`config.mk`:
```
export PLATFORM = sky130hd
export DESIGN_NAME = byte_ring_fifo_with_spans_flat
export DESIGN_NICKNAME = d
export VERILOG_FILES = /design/src/hdl/brf_pkg.sv /design/src/hdl/brf_chan_if.sv /design/src/hdl/brf_ram.sv /design/src/hdl/brf_ctrl.sv /design/src/hdl/byte_ring_fifo_with_spans.sv /design/src/flat_wrapper.sv
export VERILOG_INCLUDE_DIRS = /design/src /design/src/hdl
export SDC_FILE = /design/constraint.sdc
export NUM_CORES = 2
export LEC_CHECK = 0
export BUFFER_PORTS_ARGS = -buffer_cell sky130_fd_sc_hd__buf_2
export CORE_AREA = 5 5 466 468
export DETAILED_ROUTE_END_ITERATION = 16
export DIE_AREA = 0 0 471 473
export MAX_ROUTING_LAYER = met4
export PLACE_DENSITY_LB_ADDON = 0.1
export SYNTH_ARGS = -nofsm -noshare
export SYNTH_HDL_FRONTEND = slang
export SYNTH_SLANG_ARGS = --single-unit
```
`constraint.sdc`:
```
create_clock -name clk -period 9.2 [get_ports clk]
set_clock_uncertainty 0.2 [all_clocks]
set_input_delay 2.76 -clock clk [delete_from_list [all_inputs] [get_ports clk]]
set_output_delay 2.76 -clock clk [all_outputs]
set_load 0.005 [all_outputs]
```
`src/hdl/byte_ring_fifo_with_spans_assert.svh`:
```
// Assertion macros for the byte ring FIFO, clocked on clk, reset by rst_n.
`ifndef BYTE_RING_FIFO_WITH_SPANS_ASSERT_SVH
`define BYTE_RING_FIFO_WITH_SPANS_ASSERT_SVH
`ifndef SYNTH
`define BRF_ASSERT_IMP(lbl, ante, cons) \
    lbl: assert property (@(posedge clk) disable iff (!rst_n) (ante) |-> (cons)) \
        else $error("assertion failed");
`define BRF_ASSERT_NXT(lbl, ante, cons) \
    lbl: assert property (@(posedge clk) disable iff (!rst_n) (ante) |=> (cons)) \
        else $error("assertion failed");
`else
`define BRF_ASSERT_IMP(lbl, ante, cons)
`define BRF_ASSERT_NXT(lbl, ante, cons)
`endif
`endif

```
`src/hdl/brf_pkg.sv`:
```
package brf_pkg;

    localparam int DEPTH  = 256;

    localparam int ACT_W  = 3;
    localparam int BYTE_W = 8;
    localparam int AMT_W  = 9;
    localparam int LVL_W  = 9;

    localparam logic [ACT_W-1:0] ACT_PUT     = 3'd0;
    localparam logic [ACT_W-1:0] ACT_GET     = 3'd1;
    localparam logic [ACT_W-1:0] ACT_PEEK    = 3'd2;
    localparam logic [ACT_W-1:0] ACT_DISCARD = 3'd3;
    localparam logic [ACT_W-1:0] ACT_CLEAR   = 3'd4;

    typedef struct packed {
        logic [ACT_W-1:0]  action;
        logic [BYTE_W-1:0] byte_in;
        logic [AMT_W-1:0]  amount;
    } in_item_t;

    typedef struct packed {
        logic              ok;
        logic [BYTE_W-1:0] byte_out;
        logic [LVL_W-1:0]  level;
        logic [LVL_W-1:0]  read_span;
        logic [LVL_W-1:0]  write_span;
    } out_item_t;

    typedef struct packed {
        logic             ok;
        logic             rd_hit;
        logic             we;
        logic [LVL_W-1:0] level;
        logic [LVL_W-1:0] read_span;
        logic [LVL_W-1:0] write_span;
    } res_t;

endpackage

```
`src/hdl/brf_chan_if.sv`:
```
interface brf_chan_if #(parameter type T = logic) ();
    logic valid;
    logic ready;
    T     data;

    modport source (output valid, output data, input ready);
    modport sink (input valid, input data, output ready);
endinterface

```
`src/hdl/brf_ram.sv`:
```
module brf_ram #(
    parameter int WIDTH = 8,
    parameter int DEPTH = 256
) (
    input  logic                     clk,
    input  logic                     we,
    input  logic [$clog2(DEPTH)-1:0] waddr,
    input  logic [WIDTH-1:0]         wdata,
    input  logic                     re,
    input  logic [$clog2(DEPTH)-1:0] raddr,
    output logic [WIDTH-1:0]         rdata
);
    logic [WIDTH-1:0] mem [DEPTH];

    always_ff @(posedge clk)
    begin
        if (we)
        begin
            mem[waddr] <= wdata;
        end
        if (re)
        begin
            rdata <= mem[raddr];
        end
    end
endmodule

```
`src/hdl/brf_ctrl.sv`:
```
module brf_ctrl import brf_pkg::*; (
    input  logic [ACT_W-1:0]                 action,
    input  logic [AMT_W-1:0]                 amount,
    input  logic [$clog2(DEPTH)-1:0]         rd_ptr,
    input  logic [$clog2(DEPTH)-1:0]         wr_ptr,
    input  logic [$clog2(DEPTH+1)-1:0]       fill,
    output logic [$clog2(DEPTH)-1:0]         rd_ptr_next,
    output logic [$clog2(DEPTH)-1:0]         wr_ptr_next,
    output logic [$clog2(DEPTH+1)-1:0]       fill_next,
    output res_t                             res
);
    localparam int PW = $clog2(DEPTH);
    localparam int CW = $clog2(DEPTH + 1);
    localparam int SW = ((CW > AMT_W) ? CW : AMT_W) + 1;

    logic          full;
    logic          empty;
    logic [PW-1:0] rd_inc;
    logic [PW-1:0] wr_inc;
    logic [SW-1:0] sum;
    logic [SW-1:0] adv;
    logic          amt_ok;
    logic [CW-1:0] rem_r;
    logic [CW-1:0] rem_w;
    logic [CW-1:0] free;
    logic [CW-1:0] rspan;
    logic [CW-1:0] wspan;
    logic          res_ok;
    logic          res_rd_hit;
    logic          res_we;

    assign full   = (fill == CW'(DEPTH));
    assign empty  = (fill == '0);
    assign rd_inc = (rd_ptr == PW'(DEPTH - 1)) ? '0 : rd_ptr + PW'(1);
    assign wr_inc = (wr_ptr == PW'(DEPTH - 1)) ? '0 : wr_ptr + PW'(1);
    assign sum    = SW'(rd_ptr) + SW'(amount);
    assign adv    = (sum >= SW'(DEPTH)) ? sum - SW'(DEPTH) : sum;
    assign amt_ok = (SW'(amount) <= SW'(fill));

    always_comb
    begin
        rd_ptr_next = rd_ptr;
        wr_ptr_next = wr_ptr;
        fill_next   = fill;
        res_ok      = 1'b0;
        res_rd_hit  = 1'b0;
        res_we      = 1'b0;
        unique case (action)
            ACT_PUT:
            begin
                if (!full)
                begin
                    wr_ptr_next = wr_inc;
                    fill_next   = fill + CW'(1);
                    res_ok      = 1'b1;
                    res_we      = 1'b1;
                end
            end
            ACT_GET:
            begin
                if (!empty)
                begin
                    rd_ptr_next = rd_inc;
                    fill_next   = fill - CW'(1);
                    res_ok      = 1'b1;
                    res_rd_hit  = 1'b1;
                end
            end
            ACT_PEEK:
            begin
                if (!empty)
                begin
                    res_ok     = 1'b1;
                    res_rd_hit = 1'b1;
                end
            end
            ACT_DISCARD:
            begin
                if (amt_ok)
                begin
                    rd_ptr_next = adv[PW-1:0];
                    fill_next   = fill - CW'(amount);
                    res_ok      = 1'b1;
                end
            end
            ACT_CLEAR:
            begin
                rd_ptr_next = '0;
                wr_ptr_next = '0;
                fill_next   = '0;
                res_ok      = 1'b1;
            end
            default:
            begin
                res_ok = 1'b0;
            end
        endcase
    end

    assign rem_r = CW'(DEPTH) - CW'(rd_ptr_next);
    assign rem_w = CW'(DEPTH) - CW'(wr_ptr_next);
    assign free  = CW'(DEPTH) - fill_next;
    assign rspan = (fill_next < rem_r) ? fill_next : rem_r;
    assign wspan = (free < rem_w) ? free : rem_w;

    assign res = '{ok:         res_ok,
                   rd_hit:     res_rd_hit,
                   we:         res_we,
                   level:      LVL_W'(fill_next),
                   read_span:  LVL_W'(rspan),
                   write_span: LVL_W'(wspan)};
endmodule

```
`src/hdl/byte_ring_fifo_with_spans.sv`:
```
// The result of an item is registered and is valid in the cycle after the item is accepted.
// Throughput: one item per cycle unless rsp stalls; each reads the store, a PUT also writes.
// The byte read comes from the registered read port of the store and is held while stalled.
// Reset (rst_n low, asynchronous) clears the pointers, the fill count and the result valid.
// The byte store is not cleared; no clearing pass follows reset.
`include "byte_ring_fifo_with_spans_assert.svh"
module byte_ring_fifo_with_spans import brf_pkg::*; (
    input logic       clk,
    input logic       rst_n,
    brf_chan_if.sink   req,
    brf_chan_if.source rsp
);
    localparam int PW = $clog2(DEPTH);
    localparam int CW = $clog2(DEPTH + 1);
    localparam int SW = CW + 1;

    logic              acc;
    logic [PW-1:0]     rd_ptr_reg;
    logic [PW-1:0]     rd_ptr_next;
    logic [PW-1:0]     wr_ptr_reg;
    logic [PW-1:0]     wr_ptr_next;
    logic [CW-1:0]     fill_reg;
    logic [CW-1:0]     fill_next;
    logic              rsp_valid_reg;
    res_t              res_next;
    res_t              res_reg;
    logic [BYTE_W-1:0] rdata;
    out_item_t         out_item;
    logic [SW-1:0]     chk_sum;
    logic [SW-1:0]     chk_pos;
    logic              clr_acc;

    assign req.ready = !rsp_valid_reg || rsp.ready;
    assign acc       = req.valid && req.ready;

    brf_ctrl u_ctrl (
        .action      (req.data.action),
        .amount      (req.data.amount),
        .rd_ptr      (rd_ptr_reg),
        .wr_ptr      (wr_ptr_reg),
        .fill        (fill_reg),
        .rd_ptr_next (rd_ptr_next),
        .wr_ptr_next (wr_ptr_next),
        .fill_next   (fill_next),
        .res         (res_next)
    );

    brf_ram #(.WIDTH(BYTE_W), .DEPTH(DEPTH)) u_ram (
        .clk   (clk),
        .we    (acc && res_next.we),
        .waddr (wr_ptr_reg),
        .wdata (req.data.byte_in),
        .re    (acc),
        .raddr (rd_ptr_reg),
        .rdata (rdata)
    );

    always_ff @(posedge clk or negedge rst_n)
    begin
        if (!rst_n)
        begin
            rd_ptr_reg    <= '0;
            wr_ptr_reg    <= '0;
            fill_reg      <= '0;
            rsp_valid_reg <= 1'b0;
        end
        else
        begin
            if (acc)
            begin
                rd_ptr_reg    <= rd_ptr_next;
                wr_ptr_reg    <= wr_ptr_next;
                fill_reg      <= fill_next;
                rsp_valid_reg <= 1'b1;
            end
            else if (rsp.ready)
            begin
                rsp_valid_reg <= 1'b0;
            end
        end
    end

    always_ff @(posedge clk)
    begin
        if (acc)
        begin
            res_reg <= res_next;
        end
    end

    assign out_item.ok         = res_reg.ok;
    assign out_item.byte_out   = res_reg.rd_hit ? rdata : '0;
    assign out_item.level      = res_reg.level;
    assign out_item.read_span  = res_reg.read_span;
    assign out_item.write_span = res_reg.write_span;

    assign rsp.valid = rsp_valid_reg;
    assign rsp.data  = out_item;

    assign chk_sum = SW'(rd_ptr_reg) + SW'(fill_reg);
    assign chk_pos = (chk_sum >= SW'(DEPTH)) ? chk_sum - SW'(DEPTH) : chk_sum;
    assign clr_acc = acc && (req.data.action == ACT_CLEAR);

    `BRF_ASSERT_IMP(a_fill_bound, 1'b1, fill_reg <= CW'(DEPTH))
    `BRF_ASSERT_IMP(a_ptr_track, 1'b1, chk_pos[PW-1:0] == wr_ptr_reg)
    `BRF_ASSERT_NXT(a_clear, clr_acc, {fill_reg, rd_ptr_reg, wr_ptr_reg} == '0)
    `BRF_ASSERT_IMP(a_fail_zero, rsp_valid_reg && !res_reg.ok, out_item.byte_out == '0)
endmodule

```
`src/flat_wrapper.sv`:
```
// flat-port wrapper written by rule: the top's interface ports become plain ports
module byte_ring_fifo_with_spans_flat import brf_pkg::*;
  (clk, rst_n, req_valid, req_data, req_ready, rsp_valid, rsp_data, rsp_ready);
  brf_chan_if #(.T(in_item_t)) req_i ();
  brf_chan_if #(.T(out_item_t)) rsp_i ();
  input logic clk;
  input logic rst_n;
  input wire logic [$bits(req_i.valid)-1:0] req_valid;
  input wire logic [$bits(req_i.data)-1:0] req_data;
  output wire logic [$bits(req_i.ready)-1:0] req_ready;
  output wire logic [$bits(rsp_i.valid)-1:0] rsp_valid;
  output wire logic [$bits(rsp_i.data)-1:0] rsp_data;
  input wire logic [$bits(rsp_i.ready)-1:0] rsp_ready;
  assign req_i.valid = req_valid;
  assign req_i.data = req_data;
  assign req_ready = req_i.ready;
  assign rsp_valid = rsp_i.valid;
  assign rsp_data = rsp_i.data;
  assign rsp_i.ready = rsp_ready;
  byte_ring_fifo_with_spans u_core (.clk(clk), .rst_n(rst_n), .req(req_i), .rsp(rsp_i));
endmodule
```
==> results.sh <==
export IMPL_status="finished, final reports clean"
export IMPL_vdd_drop_max_uv=246
export IMPL_clkPwrFrac_pct=34.9
export IMPL_arrival_ns=7.48
export IMPL_yosysUniqueCellTypes=85
export IMPL_track_usage_pct=20.0
export IMPL_h_tree_depth=4
export IMPL_synth_warnings=0
export IMPL_cellLeakagePower_nw=28.6
export IMPL_start_kind="input pin"
export IMPL_synthCells=3875
export IMPL_hold_buffers=0
export IMPL_power_density_mw_per_mm2=270
export IMPL_fin_area_mm2=0.0952
export IMPL_numClockSinks=2111
export IMPL_start_util_pct=39.6
export IMPL_drt_first_pass_iters=5
export IMPL_vias_per_cell=5.60
export IMPL_setup_viol=0
export IMPL_seqPwrFrac_pct=42.5
export IMPL_top_layer="met4"
export IMPL_netlist_area_mm2=0.0844
export IMPL_hold_class="reg2reg"
export IMPL_period_share_pct=77.6
export IMPL_post_cts_setup_buffers=0
export IMPL_synth_largest_area_cell="edfxtp_1"
export IMPL_required_ns=9.55
export IMPL_switching_power_mw=7.19
export IMPL_vias=39144
export IMPL_antenna_found_initial=3
export IMPL_ys_seq_area_share_pct=74.9
export IMPL_clk_pin_slew_worst_paths_ns=0.07
export IMPL_clockBufferDepth=3
export IMPL_path_class="in2reg"
export IMPL_finalHoldViolations=0
export IMPL_timing_fmax_ghz=0.140
export IMPL_seq_area_mm2=0.0633
export IMPL_worstPathMaxFanout=9
export IMPL_die_h_um=473
export IMPL_routedWlPerCell_um=31.0
export IMPL_synthFlopType="edfxtp_1"
export IMPL_synthArstFlopShare_pct=1.23
export IMPL_combPwrFrac_pct=22.6
export IMPL_grt_max_degree=165
export IMPL_fillers=18000
export IMPL_rsz0062_at_grt="false"
export IMPL_netSwitchingFraction_pct=28.0
export IMPL_worst_pin_slew_ns=1.09
export IMPL_synth_area_per_cell_um2=21.8
export IMPL_die_w_um=471
export IMPL_syn_to_final_growth_pct=12.7
export IMPL_drtIter0Drc=3545
export IMPL_largest_reg_flops=2048
export IMPL_wl_met3_um=8680
export IMPL_tns_ns=0
export IMPL_core_area_mm2=0.213
export IMPL_cts_root_buf="clkbuf_16"
export IMPL_maxCapViolations=0
export IMPL_overflow=0
export IMPL_drtAntennaViolNets=0
export IMPL_endpoint="u_core.rsp.data[14]"
export IMPL_end_kind="register"
export IMPL_routed_wirelength_um=217000
export IMPL_synth_edf_count=2085
export IMPL_power_internal_mw=18.5
export IMPL_nNetsFinal=4032
export IMPL_r2r_slack_ns=3.14
export IMPL_clk_latency_ns=0.85
export IMPL_grt_pass1_vias=40358
export IMPL_place_area_mm2=0.0879
export IMPL_rows=170
export IMPL_slew_headroom_pct=27.0
export IMPL_portBuffers=61
export IMPL_synth_most_common_cell="edfxtp_1"
export IMPL_boundaryPins=62
export IMPL_timing_rr_start="u_core.fill_reg[1]"
export IMPL_grt_pass1_wl_um=311000
export IMPL_startpoint="req_data[6]"
export IMPL_met2_length_um=108000
export IMPL_cts_tree="yes"
export IMPL_min_period_ns=7.14
export IMPL_multi_input_area_mm2=0.0199
export IMPL_drive_above_1_share_pct=27.9
export IMPL_ys_ff_latch=2111
export IMPL_cts_repair_resize_count=0
export IMPL_synth_top_area_share_pct=74.2
export IMPL_syn_num_nets=3943
export IMPL_dieArea_mm2=0.223
export IMPL_r2r_end="u_core.rsp.data[14]"
export IMPL_cts_made_buffers=217
export IMPL_netlist_top_cells_area="edfxtp_1 74%, mux4_2 18%, nor2_1 1.4%"
export IMPL_drv_slew=0
export IMPL_place_gp_congestion=0.823
export IMPL_post_dp_hpwl_um=126000
export IMPL_worst_r2r_path_depth=14
export IMPL_drt_met1_wl_um=96300
export IMPL_synth_common_cells="2085 x edfxtp_1, 680 x mux4_2, 304 x nor2_1, 144 x clkbuf_1, 76 x nand2_1"
export IMPL_drc_errors=0
-- placed cells by master (no fill, tap or decap), types with 9 or more instances in the layout --
cell        instances
a211oi_1            9
a21o_1             10
a21oi_1            34
and2_1             10
buf_12             14
buf_2              53
buf_4              42
bufinv_16          30
clkbuf_1           34
clkbuf_16         217
clkinv_1           55
clkinv_2           36
clkinvlp_4         12
dfrtp_1            21
edfxtp_1         2085
ha_1               42
inv_1              52
mux2i_1            19
mux4_2            680
nand2_1            68
nand3_1            23
nand4_1            10
nor2_1            304
nor2b_1            11
nor3_1             21
o21ai_0            48
xnor2_1            19
-- worst max-delay path: stages --
cell      delay [ns]
buf_2           0.10
inv_1           0.05
ha_1            0.37
a21o_1          0.21
a21oi_1         0.35
a21boi_4        0.17
o31ai_2         0.66
nor3_1          0.16
a211oi_1        0.67
nand4_1         0.20
xor2_1          0.21
ha_1            0.33
nand4_1         0.10
o31ai_2         0.92
mux2i_1         0.20
-- per-layer routing --
metal,vias to the layer above,global-route usage (%)
met5,-,-
met2,947,32.0
li1,16444,-
met1,21498,27.9
met4,0,4.13
met3,255,2.57
-- cell families after synthesis --
group	count (synthesis)	share of synthesized area, %
AOI/OAI and AO/OA	175	1.42
xor gates and xnor gates	27	0.280
adders and majority gates	44	0.670
buffers and inverters	302	1.58
DFF	2111	74.9
muxes	704	18.4
and+or+nand+nor	512	2.68
-- final cells by class --
class | instances | share of cell area [%]
clock buffer | 251 | 5.84
multi-input combinational | 1462 | 20.9
inverter | 55 | 0.217
sequential | 2111 | 66.5
tap | 2838 | 3.73
timing repair buffer | 117 | 1.03
antenna | 5 | 0.0131
clock inverter | 151 | 1.79
-- how the worst min path moves through the flow --
stage / from / to / slack [ns] / depth (start not counted)
after global routing: u_core.wr_ptr_reg[1] / u_core.wr_ptr_reg[1] / 0.45 / 2
after detailed placement: u_core.wr_ptr_reg[1] / u_core.wr_ptr_reg[1] / 0.39 / 2
after global placement: u_core.wr_ptr_reg[1] / u_core.wr_ptr_reg[1] / 0.38 / 2
after CTS: u_core.wr_ptr_reg[1] / u_core.wr_ptr_reg[1] / 0.41 / 2
after floorplan: u_core.rd_ptr_reg[6] / u_core.rd_ptr_reg[6] / 0.32 / 2
final: u_core.wr_ptr_reg[1] / u_core.wr_ptr_reg[1] / 0.40 / 2
-- metrics by stage --
stage          util, %  worst slack [ns]  power (mW)  hold slack, ns  instances
5_1_grt           44.6              1.77        26.7           0.451       6986
4_1_cts           44.6              2.16        26.1           0.407       6985
2_1_floorplan        -              2.31        14.9           0.324       3875
6_report          44.7              2.06        25.7           0.404       6990
3_3_place_gp      41.2              1.32        17.1           0.380       6583
3_5_place_dp      41.2              1.24        17.1           0.393       6583
-- power by group through the flow --
| stage | Sequential (mW) | Combinational, mW | Clock, mW |
|---|---|---|---|
| 3_5_place_dp | 11.1 | 5.94 | 0 |
| 4_1_cts | 10.9 | 5.95 | 9.19 |
| 6_report | 10.9 | 5.80 | 8.96 |
| 5_1_grt | 10.9 | 6.16 | 9.59 |
| 2_1_floorplan | 10.9 | 3.96 | 0 |
| 3_3_place_gp | 11.1 | 5.94 | 0 |
(Power assumes the default switching activity.)
